--- src/tssc_pkg.sv ---
// ----------------------------------------------------------------------------
// tssc_pkg: shared types and constants of the two surface sensor calibrator
// Holds the transaction payload structs, the phase encoding and the lane
// command group passed from the controller to the channel lanes.
// ----------------------------------------------------------------------------
`default_nettype none

package tssc_pkg;

  localparam int unsigned LANES    = 8;
  localparam int unsigned CHANNELS = 8;   // active lanes, 1..LANES
  localparam int unsigned SAMPLE_W = 12;
  localparam int unsigned TIME_W   = 32;
  localparam int unsigned WIN_W    = 22;
  localparam int unsigned REQ_W    = 2;
  localparam int unsigned CODE_W   = 2;

  localparam logic [SAMPLE_W-1:0] FULL_SCALE = 12'hFFF;
  localparam logic [WIN_W-1:0]    WIN_RESET  = 22'd10000;

  // request codes; the remaining code is a no-op
  localparam logic [REQ_W-1:0] REQ_SAMPLE = 2'd0;
  localparam logic [REQ_W-1:0] REQ_DARK   = 2'd1;
  localparam logic [REQ_W-1:0] REQ_LIGHT  = 2'd2;

  // reported phase codes
  localparam logic [CODE_W-1:0] CODE_IDLE  = 2'd0;
  localparam logic [CODE_W-1:0] CODE_DARK  = 2'd1;
  localparam logic [CODE_W-1:0] CODE_WAIT  = 2'd2;
  localparam logic [CODE_W-1:0] CODE_LIGHT = 2'd3;

  typedef enum logic [3:0] {
    PH_IDLE  = 4'b0001,
    PH_DARK  = 4'b0010,
    PH_WAIT  = 4'b0100,
    PH_LIGHT = 4'b1000
  } phase_e;

  typedef struct packed {
    logic [REQ_W-1:0]    req_type;
    logic [TIME_W-1:0]   time_ms;
    logic [SAMPLE_W-1:0] sample_0;
    logic [SAMPLE_W-1:0] sample_1;
    logic [SAMPLE_W-1:0] sample_2;
    logic [SAMPLE_W-1:0] sample_3;
    logic [SAMPLE_W-1:0] sample_4;
    logic [SAMPLE_W-1:0] sample_5;
    logic [SAMPLE_W-1:0] sample_6;
    logic [SAMPLE_W-1:0] sample_7;
  } in_item_t;

  typedef struct packed {
    logic [CODE_W-1:0]   phase_now;
    logic                calibrated;
    logic [SAMPLE_W-1:0] level_0;
    logic [SAMPLE_W-1:0] level_1;
    logic [SAMPLE_W-1:0] level_2;
    logic [SAMPLE_W-1:0] level_3;
    logic [SAMPLE_W-1:0] level_4;
    logic [SAMPLE_W-1:0] level_5;
    logic [SAMPLE_W-1:0] level_6;
    logic [SAMPLE_W-1:0] level_7;
  } out_item_t;

  // per-transaction command to every lane, at most one bit set
  typedef struct packed {
    logic start_dark;
    logic start_light;
    logic track_dark;
    logic track_light;
    logic compute;
  } lane_cmd_t;

  function automatic logic [CODE_W-1:0] phase_code(phase_e ph);
    logic [CODE_W-1:0] code;
    unique case (ph)
      PH_DARK:  code = CODE_DARK;
      PH_WAIT:  code = CODE_WAIT;
      PH_LIGHT: code = CODE_LIGHT;
      default:  code = CODE_IDLE;
    endcase
    return code;
  endfunction

endpackage

`default_nettype wire

--- src/two_surface_sensor_calibrator.sv ---
// ----------------------------------------------------------------------------
// two_surface_sensor_calibrator: min/max calibration of a reflectance row
// Collects per-channel extremes over a dark and a light surface window
// and sets each threshold between the two surface midpoints.
// ----------------------------------------------------------------------------
// Usage:
//   Input channel (in_valid_i / in_stall_o / in_data_i): one transaction is a
//   start-dark, start-light or sample-set request with a ms timestamp.
//   Output channel (out_valid_o / out_stall_i / out_data_o): exactly one
//   result transaction per input, carrying the phase, the calibrated flag
//   and the eight thresholds as they stand after that input.
//   Config channel (cfg_valid_i / cfg_ready_o / cfg_data_i): sets window_ms;
//   always ready, write only while the block is idle.
// Output: the result is registered and appears in the cycle after acceptance.
// Throughput: one transaction per cycle while the output is not stalled;
//   eight channel lanes update in parallel, and the controller's elapsed-time
//   subtract and compare is the combinational path that sets the rate.
// Reset: phase idle, all extremes, thresholds and start time zero,
//   calibrated low, window 10000 ms, output empty.
// Stall: while a result waits with out_stall_i high, in_stall_o is high;
//   the input is taken in the same cycle the held result drains.
// ----------------------------------------------------------------------------
`default_nettype none

module two_surface_sensor_calibrator (
  input  wire                           clk_i,
  input  wire                           rst_ni,
  input  wire                           in_valid_i,
  output logic                          in_stall_o,
  input  wire tssc_pkg::in_item_t       in_data_i,
  output logic                          out_valid_o,
  input  wire                           out_stall_i,
  output tssc_pkg::out_item_t           out_data_o,
  input  wire                           cfg_valid_i,
  output logic                          cfg_ready_o,
  input  wire [tssc_pkg::WIN_W-1:0]     cfg_data_i
);

  localparam int unsigned SW = tssc_pkg::SAMPLE_W;

  logic                         accept;
  logic [tssc_pkg::WIN_W-1:0]   window_q;
  tssc_pkg::lane_cmd_t          cmd;
  logic [tssc_pkg::CODE_W-1:0]  phase_code_d;
  logic                         done_d;
  logic [SW-1:0]                samples [tssc_pkg::LANES];
  logic [SW-1:0]                levels  [tssc_pkg::LANES];
  logic                         out_valid_q;
  tssc_pkg::out_item_t          out_q, out_d;

  // output slot is free or drains this cycle
  assign in_stall_o = out_valid_q && out_stall_i;
  assign accept     = in_valid_i && !in_stall_o;

  // window register, config port never pushes back
  assign cfg_ready_o = 1'b1;
  always_ff @(posedge clk_i or negedge rst_ni) begin
    if (!rst_ni) begin
      window_q <= tssc_pkg::WIN_RESET;
    end else if (cfg_valid_i) begin
      window_q <= cfg_data_i;
    end
  end

  tssc_ctrl u_ctrl (
    .clk_i          (clk_i),
    .rst_ni         (rst_ni),
    .accept_i       (accept),
    .req_i          (in_data_i.req_type),
    .time_i         (in_data_i.time_ms),
    .window_i       (window_q),
    .cmd_o          (cmd),
    .phase_code_d_o (phase_code_d),
    .done_d_o       (done_d)
  );

  assign samples[0] = in_data_i.sample_0;
  assign samples[1] = in_data_i.sample_1;
  assign samples[2] = in_data_i.sample_2;
  assign samples[3] = in_data_i.sample_3;
  assign samples[4] = in_data_i.sample_4;
  assign samples[5] = in_data_i.sample_5;
  assign samples[6] = in_data_i.sample_6;
  assign samples[7] = in_data_i.sample_7;

  // one lane per active channel; unused channels report zero
  for (genvar g = 0; g < tssc_pkg::LANES; g++) begin : g_lane
    if (g < tssc_pkg::CHANNELS) begin : g_on
      tssc_lane u_lane (
        .clk_i     (clk_i),
        .rst_ni    (rst_ni),
        .cmd_i     (cmd),
        .sample_i  (samples[g]),
        .level_d_o (levels[g])
      );
    end else begin : g_off
      assign levels[g] = '0;
    end
  end

  // merge: controller status plus lane thresholds
  always_comb begin
    out_d            = '0;
    out_d.phase_now  = phase_code_d;
    out_d.calibrated = done_d;
    out_d.level_0    = levels[0];
    out_d.level_1    = levels[1];
    out_d.level_2    = levels[2];
    out_d.level_3    = levels[3];
    out_d.level_4    = levels[4];
    out_d.level_5    = levels[5];
    out_d.level_6    = levels[6];
    out_d.level_7    = levels[7];
  end

  always_ff @(posedge clk_i or negedge rst_ni) begin
    if (!rst_ni) begin
      out_valid_q <= 1'b0;
    end else if (accept) begin
      out_valid_q <= 1'b1;
    end else if (!out_stall_i) begin
      out_valid_q <= 1'b0;
    end
  end

  always_ff @(posedge clk_i) begin
    if (accept) begin
      out_q <= out_d;
    end
  end

  assign out_valid_o = out_valid_q;
  assign out_data_o  = out_q;

  // every accepted transaction yields a result next cycle
  a_accept_to_result: assert property (@(posedge clk_i) disable iff (!rst_ni)
    accept |=> out_valid_o)
    else $error("accepted transaction produced no result");

endmodule

`default_nettype wire

--- src/tssc_lane.sv ---
// ----------------------------------------------------------------------------
// tssc_lane: one sensor channel
// Tracks dark and light min/max of its channel and derives the threshold
// from the two surface midpoints. Presents the next threshold value.
// ----------------------------------------------------------------------------
`default_nettype none

module tssc_lane (
  input  wire                               clk_i,
  input  wire                               rst_ni,
  input  wire tssc_pkg::lane_cmd_t          cmd_i,
  input  wire [tssc_pkg::SAMPLE_W-1:0]      sample_i,
  output logic [tssc_pkg::SAMPLE_W-1:0]     level_d_o
);

  localparam int unsigned SW = tssc_pkg::SAMPLE_W;

  logic [SW-1:0] dmin_q, dmin_d, dmax_q, dmax_d;
  logic [SW-1:0] lmin_q, lmin_d, lmax_q, lmax_d;
  logic [SW-1:0] level_q, level_d;
  logic [SW:0]   lsum, dsum, msum;

  // midpoint of midpoints, floor at each halving
  assign lsum = {1'b0, lmin_q} + {1'b0, lmax_q};
  assign dsum = {1'b0, dmin_q} + {1'b0, dmax_q};
  assign msum = {1'b0, lsum[SW:1]} + {1'b0, dsum[SW:1]};

  always_comb begin
    dmin_d  = dmin_q;
    dmax_d  = dmax_q;
    lmin_d  = lmin_q;
    lmax_d  = lmax_q;
    level_d = level_q;
    if (cmd_i.start_dark) begin
      dmin_d = tssc_pkg::FULL_SCALE;
      dmax_d = '0;
    end
    if (cmd_i.start_light) begin
      lmin_d = tssc_pkg::FULL_SCALE;
      lmax_d = '0;
    end
    if (cmd_i.track_dark) begin
      if (sample_i < dmin_q) dmin_d = sample_i;
      if (sample_i > dmax_q) dmax_d = sample_i;
    end
    if (cmd_i.track_light) begin
      if (sample_i < lmin_q) lmin_d = sample_i;
      if (sample_i > lmax_q) lmax_d = sample_i;
    end
    if (cmd_i.compute) begin
      level_d = msum[SW:1];
    end
  end

  always_ff @(posedge clk_i or negedge rst_ni) begin
    if (!rst_ni) begin
      dmin_q  <= '0;
      dmax_q  <= '0;
      lmin_q  <= '0;
      lmax_q  <= '0;
      level_q <= '0;
    end else begin
      dmin_q  <= dmin_d;
      dmax_q  <= dmax_d;
      lmin_q  <= lmin_d;
      lmax_q  <= lmax_d;
      level_q <= level_d;
    end
  end

  assign level_d_o = level_d;

endmodule

`default_nettype wire

--- src/tssc_ctrl.sv ---
// ----------------------------------------------------------------------------
// tssc_ctrl: calibration phase controller
// Decodes requests, checks the collection window and issues the lane
// command for each accepted transaction.
// ----------------------------------------------------------------------------
`default_nettype none

module tssc_ctrl (
  input  wire                              clk_i,
  input  wire                              rst_ni,
  input  wire                              accept_i,
  input  wire [tssc_pkg::REQ_W-1:0]        req_i,
  input  wire [tssc_pkg::TIME_W-1:0]       time_i,
  input  wire [tssc_pkg::WIN_W-1:0]        window_i,
  output tssc_pkg::lane_cmd_t              cmd_o,
  output logic [tssc_pkg::CODE_W-1:0]      phase_code_d_o,
  output logic                             done_d_o
);

  localparam int unsigned TW = tssc_pkg::TIME_W;
  localparam int unsigned WW = tssc_pkg::WIN_W;

  tssc_pkg::phase_e    phase_q, phase_d;
  logic [TW-1:0]       start_q, start_d;
  logic                done_q, done_d;
  logic [TW-1:0]       elapsed;
  logic                in_window;
  tssc_pkg::lane_cmd_t cmd;

  // wrap-safe elapsed time
  assign elapsed   = time_i - start_q;
  assign in_window = elapsed < {{(TW-WW){1'b0}}, window_i};

  always_comb begin
    cmd     = '0;
    phase_d = phase_q;
    start_d = start_q;
    done_d  = done_q;
    if (accept_i) begin
      unique case (req_i)
        tssc_pkg::REQ_DARK: begin
          cmd.start_dark = 1'b1;
          phase_d        = tssc_pkg::PH_DARK;
          start_d        = time_i;
        end
        tssc_pkg::REQ_LIGHT: begin
          cmd.start_light = 1'b1;
          phase_d         = tssc_pkg::PH_LIGHT;
          start_d         = time_i;
        end
        tssc_pkg::REQ_SAMPLE: begin
          if (phase_q == tssc_pkg::PH_DARK) begin
            if (in_window) cmd.track_dark = 1'b1;
            else           phase_d = tssc_pkg::PH_WAIT;
          end else if (phase_q == tssc_pkg::PH_LIGHT) begin
            if (in_window) begin
              cmd.track_light = 1'b1;
            end else begin
              cmd.compute = 1'b1;
              done_d      = 1'b1;
              phase_d     = tssc_pkg::PH_IDLE;
            end
          end
        end
        default: ;
      endcase
    end
  end

  always_ff @(posedge clk_i or negedge rst_ni) begin
    if (!rst_ni) begin
      phase_q <= tssc_pkg::PH_IDLE;
      start_q <= '0;
      done_q  <= 1'b0;
    end else begin
      phase_q <= phase_d;
      start_q <= start_d;
      done_q  <= done_d;
    end
  end

  assign cmd_o          = cmd;
  assign phase_code_d_o = tssc_pkg::phase_code(phase_d);
  assign done_d_o       = done_d;

  // once calibrated, stays calibrated
  a_done_sticky: assert property (@(posedge clk_i) disable iff (!rst_ni)
    done_q |=> done_q)
    else $error("calibrated flag dropped");

  // lanes only see work when a transaction is taken
  a_cmd_needs_accept: assert property (@(posedge clk_i) disable iff (!rst_ni)
    (cmd != '0) |-> accept_i && $onehot(cmd))
    else $error("lane command without a single accepted transaction");

  a_compute_ends_light: assert property (@(posedge clk_i) disable iff (!rst_ni)
    cmd.compute |=> (phase_q == tssc_pkg::PH_IDLE) && done_q)
    else $error("threshold update did not close the light phase");

endmodule

`default_nettype wire

--- config.mk ---
export PLATFORM = sky130hd
export DESIGN_NAME = two_surface_sensor_calibrator
export DESIGN_NICKNAME = d
export VERILOG_FILES = /design/src/tssc_pkg.sv /design/src/two_surface_sensor_calibrator.sv /design/src/tssc_lane.sv /design/src/tssc_ctrl.sv
export SDC_FILE = /design/constraint.sdc
export NUM_CORES = 2
export LEC_CHECK = 0
export ABC_AREA = 1
export BUFFER_PORTS_ARGS = -buffer_cell sky130_fd_sc_hd__buf_2
export CAP_MARGIN = 5
export CORE_MARGIN = 2
export CORE_UTILIZATION = 45
export CTS_CLUSTER_SIZE = 20
export DETAILED_ROUTE_END_ITERATION = 10
export PLACE_DENSITY_LB_ADDON = 0.25
export SLEW_MARGIN = 5
export SYNTH_ARGS = -nofsm -noshare
export SYNTH_HDL_FRONTEND = slang
export SYNTH_HIERARCHICAL = 1
export SYNTH_SLANG_ARGS = --single-unit
--- constraint.sdc ---
create_clock -name clk_i -period 10.6 [get_ports clk_i]
set_clock_uncertainty 0.1 [all_clocks]
set_input_delay 1.06 -clock clk_i [delete_from_list [all_inputs] [get_ports clk_i]]
set_output_delay 1.06 -clock clk_i [all_outputs]
set_load 0.05 [all_outputs]
==> key figures <==
Route
  • Initial DRC Count: 3019
  • WL met2: 68800 µm
  • TritonRoute pass-1 iters: 6
  • Drt wl/cell: 15.6 µm
  • Post-route DRC violation count: 0
  • DRT met1 WL: 69000 µm
  • Vias per Instance: 5.07
  • Top sig layer: met5
  • Total length of routed met3 wires: 5910 µm
  • Routed Wire Length: 148000 µm
  • Post-route ant nets: 0
  • Vias: 48109

Timing
  • Fin crit period: 5.66 ns
  • Fmax: 177 MHz
  • Final hold viol count: 0
  • Final Slew Violations: 0
  • Setup slack after layout: 4.94 ns
  • Fin crit share: 53.4%
  • Tightest Pin Transition: 1.08 ns
  • RSZ-0062 raised after global routing: false
  • Setup TNS: 0 ns
  • Slew HR: 27.8%
  • Setup violators final: 0

Critical path
  • R2R Path Start: u_ctrl/start_q[5]
  • Critical path's slowest cell: nor3b_4
  • Kind of cell adding the most delay to the critical path: simple AND/OR/NAND/NOR gates
  • Cell mode on critical path: nand2_1
  • Buffers & Inverters on Critical Path: 3
  • Register-to-Register Path Depth: 24
  • Crit. End Element: flop
  • Worst EP arrival: 6.12 ns
  • Reg-to-Reg End: g_lane[0].g_on.u_lane/dmin_q[6]
  • Required @ worst endpoint: 11.05 ns
  • Crit-path max FO: 13
  • Slowest Stage Delay on Critical Path: 0.86 ns
  • WS Path Type: primary input to flop
  • Critical path launch point type: primary input
  • Reg2reg setup slack: 5.12 ns

Power and ir drop
  • Leakage power: 32.9 nW
  • Pwr dens: 146 nW/µm²
  • Tot Pwr: 8.67 mW
  • Worst IR drop on VDD: 0.130 mV

Synth
  • Synth Instances: 7606
  • Share of flip-flops with an asynchronous set or reset: 84.5%
  • Post-synth top area cell: dfrtp_1
  • Top-area cell type share of the netlist area: 24.6%
  • Net Count, Synth: 8476
  • Seq/Total Area, Yosys: 30.4%
  • Most frequent cells after synthesis: nand2_1, inv_1, nor2_1
  • YS warnings: 6
  • Yosys cell types: 61
  • Synthesis-stage register bit count: 639
  • Post-Syn Area per Cell: 7.13 µm²
  • Number of synthesized flops with an enable pin: 99
  • Synth area leaders: dfrtp_1, ha_1, nand2_1
  • Most frequent cell after synthesis: nand2_1
  • Netlist Area Pre-Place: 54200 µm²
  • Synth Flop Type: dfrtp_1

Place
  • Placer Congestion: 0.929
  • Port-buffer cells: 257
  • Pre-CTS WS: 4.24 ns
  • Post-Place Cell Area: 56600 µm²
  • DP HPWL: 112000 µm

Floorplanning
  • Die width: 351 µm
  • Initial Util: 45.3%
  • Die area: 123000 µm²
  • Chip height: 351 µm
  • # IOs: 259
  • Row cnt: 127
  • Core ar.: 120000 µm²

GRT
  • Vias in the first global route: 46180
  • Largest net degree at the start of global routing: 150
  • Congestion Overflow GR: 0
  • Initial antenna violation count: 16
  • First-pass GRT wire length: 239000 µm
  • GRT Overall Usage: 23.9%

Clock tree
  • Clk slew on worst S/H paths: 0.06 ns
  • Clk Latency, worst-skew pair: 0.68 ns
  • Post-cts resize count: 0
  • Bufs on Longest Clock Path: 3
  • Root Driver: clkbuf_16
  • Num Clock Sinks: 639
  • H-tree depth: 3
  • Num CTS Buffers: 83
  • CTS tree: built
  • Postcts setup bufs: 0
  • # hold bufs at CTS: 0

Finish
  • Final Util: 49.7%
  • Layout cells sized above 1: 9.56%
  • Area growth syn-to-layout: 9.79%
  • Fin area: 59500 µm²
  • Final net count: 8677

Outcome
  • Status: finished, final reports clean

Run
  • Max-Cap Viols: 0

Min path
  • HP Class: primary input to async pin
==> how the worst max path moves through the flow <==
stage                  start                          endpoint  slack, ns  depth (start not counted)
2_1_floorplan     in_valid_i  g_lane[1].g_on.u_lane/lmin_q[10]       1.72                         12
3_3_place_gp   in_data_i[96]   g_lane[0].g_on.u_lane/dmin_q[8]       4.31                         29
3_5_place_dp   in_data_i[96]   g_lane[0].g_on.u_lane/dmin_q[8]       4.24                         29
4_1_cts        in_data_i[96]   g_lane[0].g_on.u_lane/dmin_q[9]       4.94                         29
5_1_grt        in_data_i[98]   g_lane[0].g_on.u_lane/dmin_q[1]       4.34                         25
6_report       in_data_i[96]   g_lane[0].g_on.u_lane/dmin_q[6]       4.94                         29
==> kinds of logic after synthesis <==
| kind of cell | synth area share [%] |
|---|---|
| and+or+nand+nor | 32.5 |
| AOI/OAI and AO/OA | 7.36 |
| xor gates and xnor gates | 2.86 |
| buffers and inverters | 9.98 |
| adders and majority gates | 16.8 |
| other | 0.00692 |
| muxes | 0.0208 |
| DFF | 30.4 |
==> power by group <==
part	total, mW	switching, mW	internal (mW)	leakage (nW)
Clock	3.00	1.17	1.83	1.39
Combinational	2.70	1.82	0.879	24.3
Sequential	2.97	0.114	2.86	7.21
==> layer usage <==
metal / track usage (%) / vias to the layer above
met2: 40.2 / 929
met4: 7.40 / 10
met1: 32.1 / 22251
li1: - / 24675
met3: 2.56 / 244
met5: 0 / -
==> cell usage in the layout (no fill, tap or decap), types with 28 or more instances in the layout <==
cell,instances
nand3_2,37
nand2_1,2270
inv_1,1123
nor2_1,702
a21oi_1,387
nand2_2,185
xnor2_1,74
nand4_1,82
o21bai_1,37
a21boi_0,28
o21ai_1,69
nand3b_1,72
edfxtp_1,99
inv_2,28
o21a_1,30
nand3_1,577
xor2_1,103
dfrtp_1,534
nor3_1,43
clkbuf_16,88
o21ai_0,97
buf_2,256
ha_1,688
==> stage by stage <==
stage | cells | hold WS [ns]
after CTS | 9486 | 0.275
after global placement | 9334 | 0.343
after global routing | 9491 | 0.329
after floorplan | 7606 | 0.324
after detailed placement | 9334 | 0.335
final | 9493 | 0.271
==> flip-flops by register name (all words and copies together) (netlist names) <==
signal,flops
out_data_o,99
g_lane.g_on.u_lane/dmax_q,96
g_lane.g_on.u_lane/dmin_q,96
g_lane.g_on.u_lane/level_q,96
g_lane.g_on.u_lane/lmax_q,96
g_lane.g_on.u_lane/lmin_q,96
u_ctrl/start_q,32
window_q,22
u_ctrl/phase_q,4
out_valid_o,1
u_ctrl/done_q,1
==> layout make-up <==
cell class	count	area, µm²
flip-flops and latches	639	16500
well taps	1612	2020
fillers	11958	60100
clock buffers	106	2340
multi-input cells	5651	32300
diodes	7	17.5
inverters	1161	4370
repair buffers	271	1410
clock inverters	46	539
Power figures use the tool's default switching activity.
